--- src/rtl/ldh_pkg.sv ---
// ---------------------------------------------------------------------------
// ldh_pkg
// shared types and register codes of the horizontal line dilation unit
// ---------------------------------------------------------------------------
`default_nettype none

package ldh_pkg;

   localparam int PIXEL_W = 8;

   typedef logic [PIXEL_W-1:0] pixel_type;

   // register index = paddr[3:2]
   localparam int CSR_ADDR_W = 4;

   typedef enum logic [1:0] {
      REG_SE_SIZE    = 2'd0,
      REG_LINE_WIDTH = 2'd1,
      REG_LINE_COUNT = 2'd2
   } csr_reg_type;

   localparam int SE_SIZE_W    = 7;
   localparam int LINE_WIDTH_W = 11;
   localparam int LINE_COUNT_W = 11;

   localparam logic [SE_SIZE_W-1:0]    SE_SIZE_RST    = 7'd3;
   localparam logic [LINE_WIDTH_W-1:0] LINE_WIDTH_RST = 11'd1024;
   localparam logic [LINE_COUNT_W-1:0] LINE_COUNT_RST = 11'd1024;

endpackage

`default_nettype wire

--- src/rtl/ldh_window.sv ---
// ---------------------------------------------------------------------------
// ldh_window
// running maximum line: entry a holds the maximum of the last a+1 pixels,
// one entry is selected as the dilated output
// ---------------------------------------------------------------------------
`default_nettype none

module ldh_window #(
   parameter int MAX_SE = 64
) (
   input  logic                                         clock,
   input  logic                                         shift_en,
   input  ldh_pkg::pixel_type                           pixel_in,
   input  logic [$clog2(MAX_SE > 1 ? MAX_SE : 2)-1:0]   tap_sel,
   output ldh_pkg::pixel_type                           tap_out
);
   import ldh_pkg::*;

   pixel_type run_max_ff [MAX_SE];

   always_ff @(posedge clock) begin
      if (shift_en) begin
         run_max_ff[0] <= pixel_in;
         for (int a = 1; a < MAX_SE; a++) begin
            run_max_ff[a] <= (run_max_ff[a-1] > pixel_in) ? run_max_ff[a-1] : pixel_in;
         end
      end
   end

   // selected entry never lies beyond the current column, so older rows never leak in
   assign tap_out = run_max_ff[tap_sel];

endmodule

`default_nettype wire

--- src/rtl/line_dilation_horizontal_unit.sv ---
// Result path: accepted item to the job registers, then its result to the rsp result register;
// output pixel p of a row waits for input pixel p+se_size/2 or for the row end.
// Throughput: one pixel per cycle while rsp_ready is high; after the last pixel of a row,
// input waits while the window unit flushes the rest of the row.
// Reset (synchronous, active high): se_size 3, line_width 1024, line_count 1024,
// position at the start of a frame, no result pending.
// ---------------------------------------------------------------------------
// line_dilation_horizontal_unit
// grayscale dilation of a raster pixel stream by a horizontal segment
// ---------------------------------------------------------------------------
`default_nettype none

module line_dilation_horizontal_unit #(
   parameter int MAX_SE    = 64,
   parameter int MAX_WIDTH = 1024,
   parameter int MAX_LINES = 1024
) (
   input  logic                              clock,
   input  logic                              reset,
   input  logic                              req_valid,
   output logic                              req_ready,
   input  ldh_pkg::pixel_type                req_pixel_in,
   output logic                              rsp_valid,
   input  logic                              rsp_ready,
   output ldh_pkg::pixel_type                rsp_pixel_out,
   output logic                              rsp_row_end,
   output logic                              rsp_frame_end,
   input  logic                              csr_psel,
   input  logic                              csr_penable,
   input  logic                              csr_pwrite,
   input  logic [ldh_pkg::CSR_ADDR_W-1:0]    csr_paddr,
   input  logic [31:0]                       csr_pwdata,
   output logic [31:0]                       csr_prdata,
   output logic                              csr_pready
);
   import ldh_pkg::*;

   localparam int SW = $clog2(MAX_SE + 1);
   localparam int IW = $clog2(MAX_SE > 1 ? MAX_SE : 2);
   localparam int CW = $clog2(MAX_WIDTH);
   localparam int WW = $clog2(MAX_WIDTH + 1);
   localparam int LW = $clog2(MAX_LINES > 1 ? MAX_LINES : 2);
   localparam int HW = $clog2(MAX_LINES + 1);
   localparam int RW = $clog2(MAX_WIDTH + MAX_SE);
   localparam int NW = $clog2(MAX_SE / 2 + 2);

   // configuration
   logic [SE_SIZE_W-1:0]    se_size_ff, se_size_in;
   logic [LINE_WIDTH_W-1:0] line_width_ff, line_width_in;
   logic [LINE_COUNT_W-1:0] line_count_ff, line_count_in;
   logic [1:0]              csr_idx;
   logic                    csr_wr;
   logic                    csr_hit;

   // position
   logic [CW-1:0] col_ff, col_in;
   logic [LW-1:0] row_ff, row_in;

   // pending results of the current item
   logic          job_busy_ff, job_busy_in;
   logic [RW-1:0] job_reach_ff, job_reach_in;
   logic [CW-1:0] job_col_ff, job_col_in;
   logic [NW-1:0] job_cnt_ff, job_cnt_in;
   logic          job_last_ff, job_last_in;
   logic          job_last_row_ff, job_last_row_in;

   // result register
   logic      rsp_valid_ff, rsp_valid_in;
   pixel_type rsp_pixel_ff, rsp_pixel_in;
   logic      rsp_row_end_ff, rsp_row_end_in;
   logic      rsp_frame_end_ff, rsp_frame_end_in;

   logic [SW-1:0] se_eff, se_mid, se_left;
   logic [WW-1:0] width_eff;
   logic [HW-1:0] count_eff;
   logic          row_last, frame_last_row, col_ge_mid;
   logic [RW-1:0] reach_start;
   logic [NW-1:0] result_cnt;
   logic          req_fire, emit, job_done;
   logic [IW-1:0] tap_sel;
   pixel_type     tap_out;

   assign csr_pready = 1'b1;
   assign csr_idx    = csr_paddr[3:2];
   assign csr_wr     = csr_psel && csr_penable && csr_pwrite;

   always_comb begin
      se_size_in    = se_size_ff;
      line_width_in = line_width_ff;
      line_count_in = line_count_ff;
      csr_hit       = 1'b0;
      csr_prdata    = '0;
      unique case (csr_idx)
         REG_SE_SIZE: begin
            csr_prdata = 32'(se_size_ff);
            if (csr_wr) begin
               se_size_in = csr_pwdata[SE_SIZE_W-1:0];
               csr_hit    = 1'b1;
            end
         end
         REG_LINE_WIDTH: begin
            csr_prdata = 32'(line_width_ff);
            if (csr_wr) begin
               line_width_in = csr_pwdata[LINE_WIDTH_W-1:0];
               csr_hit       = 1'b1;
            end
         end
         REG_LINE_COUNT: begin
            csr_prdata = 32'(line_count_ff);
            if (csr_wr) begin
               line_count_in = csr_pwdata[LINE_COUNT_W-1:0];
               csr_hit       = 1'b1;
            end
         end
         default: begin
            csr_prdata = '0;
         end
      endcase
   end

   // clipped register values
   always_comb begin
      if (se_size_ff == '0) begin
         se_eff = SW'(1);
      end else if (32'(se_size_ff) > MAX_SE) begin
         se_eff = SW'(MAX_SE);
      end else begin
         se_eff = SW'(se_size_ff);
      end
      if (line_width_ff == '0) begin
         width_eff = WW'(1);
      end else if (32'(line_width_ff) > MAX_WIDTH) begin
         width_eff = WW'(MAX_WIDTH);
      end else begin
         width_eff = WW'(line_width_ff);
      end
      if (line_count_ff == '0) begin
         count_eff = HW'(1);
      end else if (32'(line_count_ff) > MAX_LINES) begin
         count_eff = HW'(MAX_LINES);
      end else begin
         count_eff = HW'(line_count_ff);
      end
   end

   assign se_mid         = se_eff >> 1;
   assign se_left        = se_eff - SW'(1) - se_mid;
   assign row_last       = (32'(col_ff) + 32'd1) >= 32'(width_eff);
   assign frame_last_row = (32'(row_ff) + 32'd1) >= 32'(count_eff);
   assign col_ge_mid     = 32'(col_ff) >= 32'(se_mid);

   // reach = how far back the window of the first result goes, in pixels
   always_comb begin
      if (col_ge_mid) begin
         reach_start = RW'(se_eff - SW'(1));
      end else begin
         reach_start = RW'(32'(col_ff) + 32'(se_left));
      end
      if (row_last) begin
         result_cnt = col_ge_mid ? NW'(32'(se_mid) + 32'd1) : NW'(32'(col_ff) + 32'd1);
      end else begin
         result_cnt = col_ge_mid ? NW'(1) : NW'(0);
      end
   end

   assign emit      = job_busy_ff && (!rsp_valid_ff || rsp_ready);
   assign job_done  = emit && (job_cnt_ff == NW'(1));
   assign req_ready = !job_busy_ff || job_done;
   assign req_fire  = req_valid && req_ready;

   always_comb begin
      col_in = col_ff;
      row_in = row_ff;
      if (csr_hit) begin
         col_in = '0;
         row_in = '0;
      end else if (req_fire) begin
         if (row_last) begin
            col_in = '0;
            row_in = frame_last_row ? '0 : LW'(32'(row_ff) + 32'd1);
         end else begin
            col_in = CW'(32'(col_ff) + 32'd1);
         end
      end
   end

   always_comb begin
      job_busy_in     = job_busy_ff;
      job_reach_in    = job_reach_ff;
      job_col_in      = job_col_ff;
      job_cnt_in      = job_cnt_ff;
      job_last_in     = job_last_ff;
      job_last_row_in = job_last_row_ff;
      priority if (req_fire) begin
         job_busy_in     = (result_cnt != '0);
         job_reach_in    = reach_start;
         job_col_in      = col_ff;
         job_cnt_in      = result_cnt;
         job_last_in     = row_last;
         job_last_row_in = frame_last_row;
      end else if (job_done) begin
         job_busy_in = 1'b0;
      end else if (emit) begin
         job_cnt_in   = job_cnt_ff - NW'(1);
         job_reach_in = job_reach_ff - RW'(1);
      end
   end

   // window clipped at the row start
   assign tap_sel = (32'(job_reach_ff) < 32'(job_col_ff)) ? IW'(job_reach_ff) : IW'(job_col_ff);

   ldh_window #(
      .MAX_SE (MAX_SE)
   ) u_window (
      .clock    (clock),
      .shift_en (req_fire),
      .pixel_in (req_pixel_in),
      .tap_sel  (tap_sel),
      .tap_out  (tap_out)
   );

   always_comb begin
      rsp_valid_in     = rsp_valid_ff;
      rsp_pixel_in     = rsp_pixel_ff;
      rsp_row_end_in   = rsp_row_end_ff;
      rsp_frame_end_in = rsp_frame_end_ff;
      if (emit) begin
         rsp_valid_in     = 1'b1;
         rsp_pixel_in     = tap_out;
         rsp_row_end_in   = job_last_ff && (job_cnt_ff == NW'(1));
         rsp_frame_end_in = job_last_ff && job_last_row_ff && (job_cnt_ff == NW'(1));
      end else if (rsp_ready) begin
         rsp_valid_in = 1'b0;
      end
   end

   always_ff @(posedge clock) begin
      if (reset) begin
         se_size_ff    <= SE_SIZE_RST;
         line_width_ff <= LINE_WIDTH_RST;
         line_count_ff <= LINE_COUNT_RST;
         col_ff        <= '0;
         row_ff        <= '0;
         job_busy_ff   <= 1'b0;
         rsp_valid_ff  <= 1'b0;
      end else begin
         se_size_ff    <= se_size_in;
         line_width_ff <= line_width_in;
         line_count_ff <= line_count_in;
         col_ff        <= col_in;
         row_ff        <= row_in;
         job_busy_ff   <= job_busy_in;
         rsp_valid_ff  <= rsp_valid_in;
      end
   end

   always_ff @(posedge clock) begin
      job_reach_ff     <= job_reach_in;
      job_col_ff       <= job_col_in;
      job_cnt_ff       <= job_cnt_in;
      job_last_ff      <= job_last_in;
      job_last_row_ff  <= job_last_row_in;
      rsp_pixel_ff     <= rsp_pixel_in;
      rsp_row_end_ff   <= rsp_row_end_in;
      rsp_frame_end_ff <= rsp_frame_end_in;
   end

   assign rsp_valid     = rsp_valid_ff;
   assign rsp_pixel_out = rsp_pixel_ff;
   assign rsp_row_end   = rsp_row_end_ff;
   assign rsp_frame_end = rsp_frame_end_ff;

endmodule

`default_nettype wire

--- config.mk ---
export PLATFORM = sky130hd
export DESIGN_NAME = line_dilation_horizontal_unit
export DESIGN_NICKNAME = d
export VERILOG_FILES = /design/src/rtl/ldh_pkg.sv /design/src/rtl/ldh_window.sv /design/src/rtl/line_dilation_horizontal_unit.sv
export SDC_FILE = /design/constraint.sdc
export NUM_CORES = 2
export LEC_CHECK = 0
export BUFFER_PORTS_ARGS = -buffer_cell sky130_fd_sc_hd__clkbuf_2
export CAP_MARGIN = 20
export CORE_ASPECT_RATIO = 1.5
export CORE_MARGIN = 2
export CORE_UTILIZATION = 55
export CTS_CLUSTER_DIAMETER = 100
export DETAILED_ROUTE_END_ITERATION = 8
export GPL_TIMING_DRIVEN = 0
export HOLD_SLACK_MARGIN = 0.03
export PLACE_DENSITY = 0.75
export SLEW_MARGIN = 0
export SYNTH_ARGS = -nofsm -noshare
export SYNTH_HDL_FRONTEND = slang
export SYNTH_SLANG_ARGS = --single-unit
--- constraint.sdc ---
create_clock -name clock -period 39.3 [get_ports clock]
set_input_delay 5.895 -clock clock [delete_from_list [all_inputs] [get_ports clock]]
set_output_delay 5.895 -clock clock [all_outputs]
set_load 0.01 [all_outputs]
==> out/metrics.cfg <==
[run_status]
run_status=complete, no violations

[drt]
vias=35380
drt.antenna.violating_nets=0
drt_iter0_markers=3704
dr.pass1.iters=8
route.detailed.drc=0
drt_wl_total_um=146500
wl_per_cell_um=27.99
viasPerCell=6.759

[cts]
cts_buffer_depth=3
cts_root_buf=clkbuf_16
clock-sinks=602
postCtsHoldBufs=0
clock_latency_ns=0.70
cts_tree=done
post_cts_resized=0
cts_setup_buffers=0
numCtsBuffers=60
clk_pin_slew_worst_paths_ns=0.06
htree_num_levels=2

[logic_synthesis]
syn_avg_cell_area_um2=10.75
ys_ff_latch=602
ys_dominant_reg_cell=edfxtp_1
async_flop_share=0
yosys_warnings=0
yosysSeqAreaShare=0.4092
synth.distinct_cells=69
syn_area_mm2=0.04293
synthCells=3994
synth_edf_count=551

[finish]
final_layout_size_suffix_gt1_frac=0.1596
regArea_mm2=0.01757
fill_cells=6336
finalNonFillerCells=5235
layout_common_cells=ha_1, edfxtp_1, mux2_2
multi_input_area_mm2=0.02414
final_util=0.6083
final_area_mm2=0.04710
syn_to_final_growth_pct=9.712
final_common_cell=ha_1
nets=4793

[power_and_ir_drop]
p_sw_mw=1.145
combPwrFrac=0.427
seq_power_share=0.368
peakVddDrop_mv=0.04474
p_clk_frac=0.205
p_per_area_mw_per_mm2=59.39
p_int_mw=1.652
swShare=0.4095
p_leak_nw=19.10

[die]
rows=125
start_util=0.5545
die_h_um=346.2
dieArea_mm2=0.08034
die_w_um=232.1
num_io_pins=96
core_mm2=0.07742

[timing]
period_needed_ns=13.15
setup_viol=0
rsz0062_at_grt=no
maxSlewHeadroom=0.1644
drv_slew=0
fin_crit_sh=0.3346
worst-slew-pin-transition_ns=1.248
hold_viol=0
max_freq_mhz=76.04
fin_ws_ns=26.15
fin_skew_ns=0.04648
fin_tns_setup_ns=0

[critical_path]
critPathKind=in -> out
critPathRequiredTime_ns=33.40
cp-end-kind=output port
crit_arrival_ns=7.26
startpoint_type=primary input
path_max_fanout=10

[grt]
grt_pass1_wl_um=216100
grt_use_total=0.3625
antenna_found_initial=4
grt_pass1_vias=35170
grt_max_degree=51
globalRouteOverflowTotal=0

[flow_run]
max_cap_violations=0

[placed_design]
gp_congestion=1.024
preCtsSetupSlack_ns=26.16
dpl.cell_count=5116
port_buffers=50
dpl-instance-area_mm2=0.04515
place_hpwl_um=106700

[worst_hold_path]
hp-class=reg -> reg

[state kept, by name, summed over array words and instances, names as in the netlist, 6 cells and up]
| name | cells |
|---|---|
| rsp_pixel_out | 8 |
| u_window.run_max_ff | 512 |
| col_ff | 10 |
| row_ff | 10 |
| se_size_ff | 7 |
| line_width_ff | 11 |
| job_cnt_ff | 6 |
| job_col_ff | 10 |
| line_count_ff | 11 |
| job_reach_ff | 11 |
[per-layer routing]
layer,track usage,share of wire
met5,0,0.00012
met4,0.3117,0.10
met3,0.08885,0.098
met2,0.5931,0.47
met1,0.3903,0.33
[final timing paths]
kind / depth (start not counted) / slack (ns) / endpoint / startpoint
max: 5 / 26.15 / csr_prdata[8] / csr_paddr[3]
min: 0 / 0.44 / job_col_ff[7] / col_ff[7]
max reg2reg: 13 / 33.99 / rsp_pixel_out[2] / job_reach_ff[8]
min reg2reg: 0 / 0.44 / job_col_ff[7] / col_ff[7]
[power groups by stage]
stage,sequential (mW),combinational (mW),clock (mW)
after floorplan,1.03,0.752,0
after global placement,1.11,1.07,0
after detailed placement,1.03,1.12,0
after CTS,1.02,1.13,0.571
after global routing,1.04,1.27,0.595
final,1.03,1.19,0.574
[kinds of logic (layout without fill, tap and decap cells)]
logic type,Yosys count,count (layout),synth area share
AND/OR/NAND/NOR,909,909,0.1059
XOR/XNOR,53,53,0.01081
flip-flops,602,602,0.4092
buffers and inverters,311,514,0.03061
AO/OA/AOI/OAI,1037,1037,0.1446
adder cells (fa/ha/maj),572,572,0.1671
other,2,24,0.0001750
multiplexers,508,508,0.1316
[Yosys cell counts (all sizes together) (32+ instances only)]
cell type	count	share of area
mux2	438	0.12
nor2	76	0.0069
edfxtp	551	0.39
mux2i	70	0.016
inv	110	0.0096
o21ai	410	0.048
nand2	258	0.023
nand2b	64	0.0093
a2111oi	32	0.0066
dfxtp	51	0.024
a211oi	51	0.0090
nor2b	63	0.0092
a21oi	272	0.032
nand3	264	0.031
o21a	59	0.010
a21o	87	0.015
and3	103	0.015
buf	59	0.0085
clkbuf	140	0.012
ha	570	0.17
[through the flow]
stage          hold WS [ns]  power, mW
2_1_floorplan        0.4064      1.778
6_report             0.4422      2.797
4_1_cts              0.4445      2.722
3_5_place_dp         0.4151      2.156
3_3_place_gp         0.4174      2.183
5_1_grt              0.4531      2.899
[area by class of cell]
cell class / instances / area share
inverters: 112 / 0.009299
flip-flops and latches: 602 / 0.3730
clock inverters: 34 / 0.006004
repair buffers: 94 / 0.01987
clock buffers: 75 / 0.03308
multi-input cells: 3101 / 0.5126
diodes: 2 / 0.0001063
plain buffers: 199 / 0.01900
well taps: 1016 / 0.02699
[critical path, stage by stage]
cell,delay [ns]
clkbuf_2,0.11
buf_1,0.50
nor2b_1,0.42
a22o_1,0.20
clkbuf_2,0.13
No activity file was read; power rests on OpenSTA's default activity.
